[src/design/servo_calibrated_position_command_defines.svh]
// ----------------------------------------------------------------------------
// Servo command assertion macros
// Shared assertion helpers for the servo command block.
// ----------------------------------------------------------------------------
`ifndef SERVO_CALIBRATED_POSITION_COMMAND_DEFINES_SVH
`define SERVO_CALIBRATED_POSITION_COMMAND_DEFINES_SVH

// Implication checked on every rising clock edge outside reset.
`define SCPC_ASSERT_IMP(label, ante, cons) \
  label: assert property (@(posedge clk) disable iff (rst) (ante) |-> (cons)) \
    else $error("assertion failed");

// Next-cycle implication checked on every rising clock edge outside reset.
`define SCPC_ASSERT_NEXT(label, ante, cons) \
  label: assert property (@(posedge clk) disable iff (rst) (ante) |=> (cons)) \
    else $error("assertion failed");

`endif

[src/design/scpc_pkg.sv]
// ----------------------------------------------------------------------------
// Servo command package
// Shared widths, request codes, register indices, reset values and status type.
// ----------------------------------------------------------------------------
`timescale 1ns / 1ps
`default_nettype none
package scpc_pkg;
  localparam int MaxPointsDefault = 16;
  localparam int AngleW = 14;
  localparam int PulseW = 12;
  localparam int BusyW  = 20;
  localparam int CfgW   = 16;
  localparam int CfgIdxW = 3;

  typedef enum logic [1:0] {
    REQ_LOAD  = 2'd0,
    REQ_ANGLE = 2'd1,
    REQ_PULSE = 2'd2,
    REQ_TICK  = 2'd3
  } req_t;

  localparam logic [CfgIdxW-1:0] CFG_POINT_COUNT = 3'd0;
  localparam logic [CfgIdxW-1:0] CFG_MIN_PULSE   = 3'd1;
  localparam logic [CfgIdxW-1:0] CFG_MAX_PULSE   = 3'd2;
  localparam logic [CfgIdxW-1:0] CFG_MS_PER_DEG  = 3'd3;
  localparam logic [CfgIdxW-1:0] CFG_INIT_ANGLE  = 3'd4;

  localparam logic [4:0]         RST_POINT_COUNT = 5'd2;
  localparam logic [PulseW-1:0]  RST_MIN_PULSE   = 12'd500;
  localparam logic [PulseW-1:0]  RST_MAX_PULSE   = 12'd2500;
  localparam logic [15:0]        RST_MS_PER_DEG  = 16'd1280;
  localparam logic signed [AngleW-1:0] RST_INIT_ANGLE = 14'sd1440;
  localparam logic [PulseW-1:0]  PULSE_CEILING   = 12'd3000;
  localparam logic [BusyW-1:0]   BUSY_BASE       = 20'd10;
  localparam logic [BusyW-1:0]   BUSY_MAX        = 20'hFFFFF;

  // Status from the divider to the sequencer.
  typedef struct packed {
    logic busy;
    logic done;
  } div_stat_t;
endpackage
`default_nettype wire

[src/design/scpc_ram.sv]
// ----------------------------------------------------------------------------
// Generic RAM
// Single write port, single registered read port.
// ----------------------------------------------------------------------------
`timescale 1ns / 1ps
`default_nettype none
module scpc_ram #(
  parameter int Width = 8,
  parameter int Depth = 16
) (
  input  wire logic                     clk,
  input  wire logic                     we,
  input  wire logic [$clog2(Depth)-1:0] waddr,
  input  wire logic [Width-1:0]         wdata,
  input  wire logic [$clog2(Depth)-1:0] raddr,
  output logic      [Width-1:0]         rdata
);
  logic [Width-1:0] mem [Depth];

  always_ff @(posedge clk) begin
    if (we) begin
      mem[waddr] <= wdata;
    end
    rdata <= mem[raddr];
  end
endmodule
`default_nettype wire

[src/design/scpc_div.sv]
// ----------------------------------------------------------------------------
// Serial signed divider
// Restoring divider, one quotient bit per cycle, truncation toward zero.
// ----------------------------------------------------------------------------
`timescale 1ns / 1ps
`default_nettype none
module scpc_div
  import scpc_pkg::*;
#(
  parameter int NumW = 32,
  parameter int DenW = 16
) (
  input  wire logic                   clk,
  input  wire logic                   rst,
  input  wire logic                   start,
  input  wire logic signed [NumW-1:0] num,
  input  wire logic signed [DenW-1:0] den,
  output logic signed [NumW-1:0]      quot,
  output div_stat_t                   stat
);
  localparam int CntW = $clog2(NumW + 1);

  logic [NumW-1:0] q;
  logic [DenW:0]   rem;
  logic [DenW-1:0] dmag;
  logic            neg;
  logic [CntW-1:0] cnt;
  logic [DenW+1:0] trial;

  assign trial = {rem, q[NumW-1]} - {2'b00, dmag};

  always_ff @(posedge clk) begin
    if (rst) begin
      stat <= '0;
      cnt  <= '0;
    end else begin
      stat.done <= 1'b0;
      if (start) begin
        stat.busy <= 1'b1;
        cnt  <= CntW'(NumW);
        q    <= num[NumW-1] ? NumW'(-num) : num;
        dmag <= den[DenW-1] ? DenW'(-den) : den;
        neg  <= num[NumW-1] ^ den[DenW-1];
        rem  <= '0;
      end else if (stat.busy) begin
        if (trial[DenW+1]) begin
          rem <= (DenW+1)'({rem, q[NumW-1]});
          q   <= {q[NumW-2:0], 1'b0};
        end else begin
          rem <= trial[DenW:0];
          q   <= {q[NumW-2:0], 1'b1};
        end
        cnt <= cnt - 1'b1;
        if (cnt == CntW'(1)) begin
          stat.busy <= 1'b0;
          stat.done <= 1'b1;
        end
      end
    end
  end

  assign quot = neg ? NumW'(-q) : q;
endmodule
`default_nettype wire

[src/design/scpc_core.sv]
// ----------------------------------------------------------------------------
// Servo command sequencer
// Table search, interpolation and busy bookkeeping over the point RAMs.
// ----------------------------------------------------------------------------
`timescale 1ns / 1ps
`default_nettype none
module scpc_core
  import scpc_pkg::*;
#(
  parameter int MaxPoints = MaxPointsDefault
) (
  input  wire logic                      clk,
  input  wire logic                      rst,
  input  wire logic                      in_valid,
  output logic                           in_ready,
  input  wire logic [1:0]                req_type,
  input  wire logic [3:0]                point_index,
  input  wire logic signed [AngleW-1:0]  angle_value,
  input  wire logic [PulseW-1:0]         pulse_value,
  output logic                           out_valid,
  input  wire logic                      out_ready,
  output logic                           accepted,
  output logic [PulseW-1:0]              pulse_out,
  output logic signed [AngleW-1:0]       angle_out,
  output logic                           busy_res,
  input  wire logic                      cfg_we,
  input  wire logic [CfgIdxW-1:0]        cfg_index,
  input  wire logic [CfgW-1:0]           cfg_data
);
  localparam int IdxW = $clog2(MaxPoints);
  localparam int CntW = $clog2(MaxPoints + 1);
  // Division by ten as a multiply: ceil(2^26 / 10), exact for the busy range.
  localparam logic [22:0] Recip10 = 23'd6710887;

  typedef enum logic [6:0] {
    S_IDLE  = 7'b0000001,
    S_FIRST = 7'b0000010,
    S_SCAN  = 7'b0000100,
    S_MUL   = 7'b0001000,
    S_DIV   = 7'b0010000,
    S_BUSY  = 7'b0100000,
    S_OUT   = 7'b1000000
  } state_t;

  state_t state;

  logic [4:0]               point_count;
  logic [PulseW-1:0]        lo_limit, hi_limit;
  logic [15:0]              ms_per_deg;
  logic signed [AngleW-1:0] tracked_angle;
  logic [PulseW-1:0]        tracked_pulse;
  logic [BusyW-1:0]         busy_cnt;

  logic [1:0]               rtype;
  logic signed [AngleW-1:0] r_ang;
  logic [PulseW-1:0]        r_pul;
  logic signed [AngleW:0]   x;
  logic [CntW-1:0]          n_use;
  logic [CntW-1:0]          ridx;
  logic                     found;
  logic                     low_end;
  logic                     acc;
  logic signed [AngleW:0]   x0, y0, x1, y1;
  logic signed [AngleW:0]   prev_x, prev_y;
  logic signed [AngleW+1:0] dx;
  logic signed [31:0]       num;
  logic signed [31:0]       quot;
  div_stat_t                dstat;
  logic                     div_start;
  logic [33:0]              busy_prod;
  logic [45:0]              busy_recip;
  logic [BusyW:0]           busy_sum;

  logic                       we;
  logic [IdxW-1:0]            raddr;
  logic [AngleW-1:0]          a_rd;
  logic [PulseW-1:0]          p_rd;
  logic signed [AngleW:0]     rd_x, rd_y;

  assign we = in_valid && in_ready && req_t'(req_type) == REQ_LOAD
              && 32'(point_index) < MaxPoints;

  scpc_ram #(.Width(AngleW), .Depth(MaxPoints)) u_angle_ram (
    .clk(clk), .we(we), .waddr(IdxW'(point_index)), .wdata(angle_value),
    .raddr(raddr), .rdata(a_rd));
  scpc_ram #(.Width(PulseW), .Depth(MaxPoints)) u_pulse_ram (
    .clk(clk), .we(we), .waddr(IdxW'(point_index)), .wdata(pulse_value),
    .raddr(raddr), .rdata(p_rd));

  // x axis is angle for set angle, pulse for set pulse.
  always_comb begin
    if (req_t'(rtype) == REQ_ANGLE) begin
      rd_x = {a_rd[AngleW-1], a_rd};
      rd_y = {3'b000, p_rd};
    end else begin
      rd_x = {3'b000, p_rd};
      rd_y = {a_rd[AngleW-1], a_rd};
    end
  end

  assign raddr = IdxW'(ridx);
  assign in_ready = state == S_IDLE;
  assign dx = (AngleW+2)'(x1) - (AngleW+2)'(x0);
  assign div_start = state == S_MUL;

  // Numerator of the interpolation, settled while the divider is started.
  assign num = 32'(y0) * 32'(dx) + (32'(y1) - 32'(y0)) * (32'(x) - 32'(x0));

  scpc_div #(.NumW(32), .DenW(AngleW+2)) u_div (
    .clk(clk), .rst(rst), .start(div_start), .num(num), .den(dx),
    .quot(quot), .stat(dstat));

  logic signed [PulseW+1:0] p_res;
  logic signed [AngleW:0]   a_res;
  logic                     ok_p;
  logic signed [31:0]       y_res;

  assign y_res = (dx == '0) ? 32'(y0) : quot;
  assign p_res = (PulseW+2)'(y_res);
  assign a_res = (y_res > 32'sd8191) ? 15'sd8191 :
                 (y_res < -32'sd8192) ? -15'sd8192 : (AngleW+1)'(y_res);

  always_comb begin
    logic signed [32:0] pv;
    pv = (req_t'(rtype) == REQ_ANGLE) ? 33'(y_res) : 33'(r_pul);
    ok_p = pv >= 33'(lo_limit) && pv <= 33'(hi_limit) && pv > 33'sd0
           && pv < 33'(PULSE_CEILING);
  end

  logic signed [AngleW-1:0] new_ang;
  logic [AngleW:0]          dang;
  logic signed [AngleW:0]   dsig;
  assign new_ang = (req_t'(rtype) == REQ_ANGLE) ? r_ang : AngleW'(a_res);
  assign dsig = (AngleW+1)'(new_ang) - (AngleW+1)'(tracked_angle);
  assign dang = dsig[AngleW] ? (AngleW+1)'(-dsig) : dsig;

  // Busy time is (|delta| * ms_per_degree * 6 >> 11) / 10 + 10.
  assign busy_recip = 46'(busy_prod[33:11]) * 46'(Recip10);
  assign busy_sum   = (BusyW+1)'(busy_recip[45:26]) + (BusyW+1)'(BUSY_BASE);

  always_ff @(posedge clk) begin
    if (rst) begin
      state         <= S_IDLE;
      out_valid     <= 1'b0;
      accepted      <= 1'b0;
      pulse_out     <= '0;
      angle_out     <= '0;
      busy_res      <= 1'b0;
      point_count   <= RST_POINT_COUNT;
      lo_limit      <= RST_MIN_PULSE;
      hi_limit      <= RST_MAX_PULSE;
      ms_per_deg    <= RST_MS_PER_DEG;
      tracked_angle <= RST_INIT_ANGLE;
      tracked_pulse <= '0;
      busy_cnt      <= '0;
    end else begin
      if (cfg_we) begin
        unique case (cfg_index)
          CFG_POINT_COUNT: point_count <= cfg_data[4:0];
          CFG_MIN_PULSE:   lo_limit    <= cfg_data[PulseW-1:0];
          CFG_MAX_PULSE:   hi_limit    <= cfg_data[PulseW-1:0];
          CFG_MS_PER_DEG:  ms_per_deg  <= cfg_data;
          CFG_INIT_ANGLE:  tracked_angle <= cfg_data[AngleW-1:0];
          default: ;
        endcase
      end
      // The response is captured into its own registers so that it holds
      // still while the next request is already being worked on.
      if (state == S_OUT && (!out_valid || out_ready)) begin
        out_valid <= 1'b1;
        accepted  <= acc;
        pulse_out <= tracked_pulse;
        angle_out <= tracked_angle;
        busy_res  <= busy_cnt != '0;
      end else if (out_valid && out_ready) begin
        out_valid <= 1'b0;
      end
      unique case (state)
        S_IDLE: begin
          if (in_valid) begin
            rtype <= req_type;
            r_ang <= angle_value;
            r_pul <= pulse_value;
            ridx  <= '0;
            found <= 1'b0;
            if (point_count < 5'd2) n_use <= CntW'(2);
            else if (32'(point_count) > MaxPoints) n_use <= CntW'(MaxPoints);
            else n_use <= CntW'(point_count);
            if (req_t'(req_type) == REQ_ANGLE) x <= {angle_value[AngleW-1], angle_value};
            else x <= {3'b000, pulse_value};
            acc <= 1'b1;
            unique case (req_t'(req_type))
              REQ_LOAD: state <= S_OUT;
              REQ_TICK: begin
                if (busy_cnt != '0) busy_cnt <= busy_cnt - 1'b1;
                state <= S_OUT;
              end
              REQ_PULSE: begin
                if (pulse_value >= lo_limit && pulse_value <= hi_limit
                    && pulse_value != '0 && pulse_value < PULSE_CEILING) begin
                  state <= S_FIRST;
                end else begin
                  acc <= 1'b0;
                  state <= S_OUT;
                end
              end
              default: state <= S_FIRST;
            endcase
          end
        end
        S_FIRST: begin
          // Address 0 issued; data arrives next cycle.
          ridx  <= CntW'(1);
          state <= S_SCAN;
        end
        S_SCAN: begin
          // rd_x/rd_y hold entry ridx-1. The final segment is used when x is above
          // the first point and at or above the last point, and also when nothing enclosed x.
          if (ridx == CntW'(1)) begin
            x0 <= rd_x; y0 <= rd_y;
            low_end <= x <= rd_x;
            if (x <= rd_x) found <= 1'b1;
          end else if (ridx == n_use && !low_end && x >= rd_x) begin
            x0 <= prev_x; y0 <= prev_y; x1 <= rd_x; y1 <= rd_y;
          end else if (!found) begin
            x0 <= prev_x; y0 <= prev_y; x1 <= rd_x; y1 <= rd_y;
            if (prev_x <= x && x <= rd_x) found <= 1'b1;
          end else if (ridx == CntW'(2)) begin
            x1 <= rd_x; y1 <= rd_y;
          end
          prev_x <= rd_x; prev_y <= rd_y;
          if (ridx == n_use) state <= S_MUL;
          ridx <= ridx + 1'b1;
        end
        S_MUL: state <= S_DIV;
        S_DIV: begin
          if (dstat.done || (dx == '0 && !dstat.busy)) begin
            if ((req_t'(rtype) == REQ_ANGLE) ? ok_p : 1'b1) begin
              busy_prod     <= 34'(dang) * 34'(ms_per_deg) * 34'd6;
              tracked_angle <= new_ang;
              tracked_pulse <= (req_t'(rtype) == REQ_ANGLE) ? PulseW'(p_res) : r_pul;
              state <= S_BUSY;
            end else begin
              acc <= 1'b0;
              state <= S_OUT;
            end
          end
        end
        S_BUSY: begin
          if (busy_sum > (BusyW+1)'(BUSY_MAX)) busy_cnt <= BUSY_MAX;
          else busy_cnt <= busy_sum[BusyW-1:0];
          state <= S_OUT;
        end
        S_OUT: begin
          if (!out_valid || out_ready) begin
            state <= S_IDLE;
          end
        end
        default: state <= S_IDLE;
      endcase
    end
  end
endmodule
`default_nettype wire

[src/design/servo_calibrated_position_command.sv]
// ----------------------------------------------------------------------------
// Servo calibrated position command
// Maps angle or pulse requests through a calibration table in RAM.
// ----------------------------------------------------------------------------
// Channel   Direction  Contents
// s_axis    in         request: type, table index, angle, pulse
// m_axis    out        response: accepted flag, pulse, angle, busy flag
// cfg       in         register writes, index 0..4
// The table scan reads one RAM entry a cycle and the serial divider yields
// one bit a cycle. Load and tick requests go straight to the response.
// Reset is synchronous and restores the register defaults; the tables
// are left unset. The response sits in its own registers, so a stalled
// output lets one further request in and then holds the block at its output.
`timescale 1ns / 1ps
`default_nettype none
`include "servo_calibrated_position_command_defines.svh"
module servo_calibrated_position_command
  import scpc_pkg::*;
#(
  parameter int MaxPoints = MaxPointsDefault
) (
  input  wire logic                clk,
  input  wire logic                rst,
  input  wire logic                s_axis_tvalid,
  output logic                     s_axis_tready,
  // [3:0] point_index, [17:4] angle_value, [29:18] pulse_value, zero pad
  input  wire logic [31:0]         s_axis_tdata,
  // [1:0] req_type
  input  wire logic [1:0]          s_axis_tuser,
  output logic                     m_axis_tvalid,
  input  wire logic                m_axis_tready,
  // [11:0] pulse_out, [25:12] angle_out, [26] busy_res, zero pad
  output logic [31:0]              m_axis_tdata,
  // [0] accepted
  output logic                     m_axis_tuser,
  input  wire logic                cfg_we,
  input  wire logic [CfgIdxW-1:0]  cfg_index,
  input  wire logic [CfgW-1:0]     cfg_data
);
  logic [PulseW-1:0]        pulse_out;
  logic signed [AngleW-1:0] angle_out;
  logic                     busy_res;

  // The core sequences the scan, multiply, divide and busy update.
  scpc_core #(.MaxPoints(MaxPoints)) u_core (
    .clk(clk), .rst(rst),
    .in_valid(s_axis_tvalid), .in_ready(s_axis_tready),
    .req_type(s_axis_tuser), .point_index(s_axis_tdata[3:0]),
    .angle_value(s_axis_tdata[17:4]), .pulse_value(s_axis_tdata[29:18]),
    .out_valid(m_axis_tvalid), .out_ready(m_axis_tready),
    .accepted(m_axis_tuser), .pulse_out(pulse_out), .angle_out(angle_out),
    .busy_res(busy_res),
    .cfg_we(cfg_we), .cfg_index(cfg_index), .cfg_data(cfg_data));

  assign m_axis_tdata = {5'd0, busy_res, angle_out, pulse_out};

  `SCPC_ASSERT_NEXT(a_hold_off, s_axis_tvalid && s_axis_tready, !s_axis_tready)
  `SCPC_ASSERT_NEXT(a_valid_hold, m_axis_tvalid && !m_axis_tready, m_axis_tvalid)
  `SCPC_ASSERT_NEXT(a_data_hold, m_axis_tvalid && !m_axis_tready, $stable(m_axis_tdata))
endmodule
`default_nettype wire

[config.mk]
export PLATFORM = sky130hd
export DESIGN_NAME = servo_calibrated_position_command
export DESIGN_NICKNAME = d
export VERILOG_FILES = /design/src/design/scpc_pkg.sv /design/src/design/scpc_ram.sv /design/src/design/scpc_div.sv /design/src/design/scpc_core.sv /design/src/design/servo_calibrated_position_command.sv
export VERILOG_INCLUDE_DIRS = /design/src /design/src/design
export SDC_FILE = /design/constraint.sdc
export NUM_CORES = 2
export LEC_CHECK = 0
export ABC_AREA = 1
export ABC_CLOCK_PERIOD_IN_PS = 15350
export BUFFER_PORTS_ARGS = -buffer_cell sky130_fd_sc_hd__buf_4
export CORE_MARGIN = 2
export CORE_UTILIZATION = 62
export DETAILED_ROUTE_END_ITERATION = 16
export GPL_TIMING_DRIVEN = 0
export PLACE_DENSITY = 0.84
export SLEW_MARGIN = 20
export SYNTH_ARGS = -nofsm -noshare
export SYNTH_HDL_FRONTEND = slang
export SYNTH_SLANG_ARGS = --single-unit
[constraint.sdc]
create_clock -name clk -period 15.35 [get_ports clk]
set_input_delay 0 -clock clk [delete_from_list [all_inputs] [get_ports clk]]
set_output_delay 0 -clock clk [all_outputs]
set_load 0.005 [all_outputs]
==> impl_metrics.csv <==
group,metric,value,unit
synth,synth_top_area_share,0.2453,
drt,ant_nets,0,
drt,viasPerCell,6.008,
clock_network,numCtsBuffers,79,
global_route,grt_pass1_wl,374400,µm
min_path,min_path_type,"in2reg",
critical_path,crit_required,15.74,ns
synth,yosys.area.top_type,"edfxtp_1",
sta,min_period,14.57,ns
synth,yosysWarnings,0,
drt,post_drt_wl_per_cell,21.92,µm
critical_path,end_kind,"flop",
critical_path,cp_max_fo,10,
sta,max_slew_margin,0.1625,
sta,final.period_utilization,0.9489,
drt,drc,0,
critical_path,critPathLaunchType,"flop",
critical_path,critPathArrivalTime,14.96,ns
drt,drtIter0Drc,7694,
flow_run,drv_cap,0,
drt,drtPass1Iterations,9,
critical_path,cp_common_cell,"nand2_1",
synth,synth_edf_count,644,
global_route,gr-total-overflow,0,
die,core_area,125900,µm²
sta,hold_viol_final,0,
die,die_h,360.6,µm
synth,synth-seq-area-share,0.2862,
die,rows,130,
die,die_x,360.6,µm
place,place.gp.congestion,1.008,
global_route,grt_pass1_vias,67285,
synth,synthCells,9024,
sta,setup_viol,0,
sta,finClkSkew,0.07840,ns
clock_network,cts_tree,"built",
synth,synth_common_cells,"inv_1 (1740), nand2_1 (1660), nor2_1 (952), fa_1 (919), ha_1 (687)",
place,hpwl,187900,µm
die,start_util,0.6262,
synth,avgSynthCellArea,8.737,µm²
sta,drv_slew,0,
cells_and_area,fill_cells,9428,
sta,worst_pin_slew,1.252,ns
drt,vias,66087,
synth,post-synth-top-count-cell,"inv_1",
sta,setup_ws,0.7850,ns
synth,synth_cell_types,64,
drt,wirelength,241100,µm
synth,syn-cell-area,78840,µm²
clock_network,htreeDepth,3,
global_route,antenna_found_initial,7,
place,pre_cts_slack,-0.1198,ns
clock_network,cts.path.max_buffers,3,
clock_network,clk_pin_slew,0.08,ns
clock_network,cts.sinks,805,
global_route,grt_max_degree,31,
synth,synthArstFlopShare,0,
cells_and_area,utilization,0.6822,
clock_network,insertion_delay,0.74,ns
clock_network,cts_root_buf,"clkbuf_16",
die,die_area,130000,µm²
place,port_buffers,85,
cells_and_area,synthToLayoutAreaGrowth,8.935,%
cells_and_area,drive_gt1_frac,0.04418,
global_route,grt.total_usage,0.3729,
critical_path,cpPeakStageDelay,0.54,ns
critical_path,crit_slowest_cell,"fa_1",
die,ioPinCount,93,
sta,fmax,68.66,MHz
critical_path,path_class,"reg2reg",
synth,synth_area_leaders,"edfxtp_1 (25%), fa_1 (23%), ha_1 (11%)",
synth,synthFlopType,"edfxtp_1",
synth,synth-seq-cells,805,
cells_and_area,final_nets,10947,
outcome,status,"finished clean",
==> worst paths after layout <==
kind / start / end / cells past startpoint / slack [ns]
max: u_core.x0[0] / u_core.busy_prod[33] / 71 / 0.78
min: s_axis_tdata[1] / u_core.u_angle_ram.mem[8][2] / 4 / 0.08
max reg2reg: u_core.x0[0] / u_core.busy_prod[33] / 71 / 0.78
min reg2reg: u_core.tracked_pulse[2] / u_core.pulse_out[2] / 2 / 0.47
==> per-layer routing <==
metal	part of all wire	GRT usage	vias to the layer above	routed length [µm]
met3	0.12	0.09137	949	29720
met5	0.00024	0	-	57
met2	0.45	0.5859	4367	108000
li1	-	-	29151	-
met4	0.059	0.1836	10	14150
met1	0.37	0.4853	31610	89210
==> worst max-delay path: cells and delay by family (launching register included) <==
family | cells | cell delay, ns
adder cells (fa/ha/maj) | 12 | 4.92
AND/OR/NAND/NOR | 34 | 4.49
AO/OA/AOI/OAI | 14 | 2.90
buffers and inverters | 10 | 1.27
XOR/XNOR | 1 | 0.21
flip-flops | 1 | 0.44
==> metrics by stage <==
| step | cells | hold WS, ns | instance area (µm²) | TNS, ns |
|---|---|---|---|---|
| 6_report | 11000 | 0.08086 | 85880 | 0 |
| 4_1_cts | 10990 | 0.05874 | 85730 | 0 |
| 3_3_place_gp | 10764 | 0.2491 | 81560 | 0 |
| 5_1_grt | 10998 | 0.06746 | 85880 | -0.02935 |
| 2_1_floorplan | 9029 | 0.09887 | 78860 | 0 |
| 3_5_place_dp | 10787 | 0.2548 | 82310 | -0.2174 |
==> cells in the final DEF, fill, tap and decap left out, types with 20 or more instances in the layout <==
master,instances
o211ai_1,41
nor2_4,21
dlygate4sd3_1,57
clkbuf_16,80
o21bai_1,28
o21ai_0,539
ha_1,687
o221ai_1,41
buf_4,99
clkbuf_1,222
xnor2_1,62
nand2_1,1658
nor2_1,931
nand3_1,279
or2_2,45
fa_1,919
nor4_1,20
clkinv_1,28
nand4_1,88
nor3_1,58
edfxtp_1,644
xor2_1,172
a21oi_1,369
inv_1,1738
o22ai_1,73
dfxtp_1,161
==> flip-flops by register name, indices dropped and copies added, names as in the netlist, 16 cells and up <==
register,count
u_core.ms_per_deg,16
u_core.u_div.rem,17
u_core.busy_prod,23
u_core.u_div.q,32
u_core.u_div.dmag,16
u_core.u_pulse_ram.mem,192
u_core.busy_cnt,20
u_core.u_angle_ram.mem,224
==> final cells by class <==
class                      instances  area [µm²]  share of cell area
clock inverter                    49       715.7            0.008333
inverter                        1774        6663             0.07758
multi-input combinational       6199       48870              0.5690
timing repair buffer             173        1846             0.02149
antenna                            2       5.005          0.00005827
tap                             1650        2064             0.02404
clock buffer                      97        2127             0.02477
sequential                       805       22560              0.2627
buffer                           251        1037             0.01208
==> logic make-up (layout without fill, tap and decap cells) <==
group	count (synthesis)	after routing	share of synthesized area
fa+ha+maj	1606	1606	0.3424
xor+xnor	239	239	0.02655
other cells	1	8	0.00004756
compound gates	1175	1175	0.08235
flops	805	805	0.2862
buf+inv	2025	2344	0.09754
simple gates	3166	3166	0.1640
mux	7	7	0.0009839
==> timing repair <==
item / 4_1_cts / 5_1_grt
cloned: 0 / 0
endpoints found under the setup margin: 3 / 14
setup buffers: 0 / 8
hold buffers: 57 / 0
pin swaps: 0 / 4
hold endpoints to repair: 579 / 0
resized for setup: 2 / 18
Power is not shown: default switching activity piles up to over one toggle a cycle in this logic, so the estimate is an artifact.
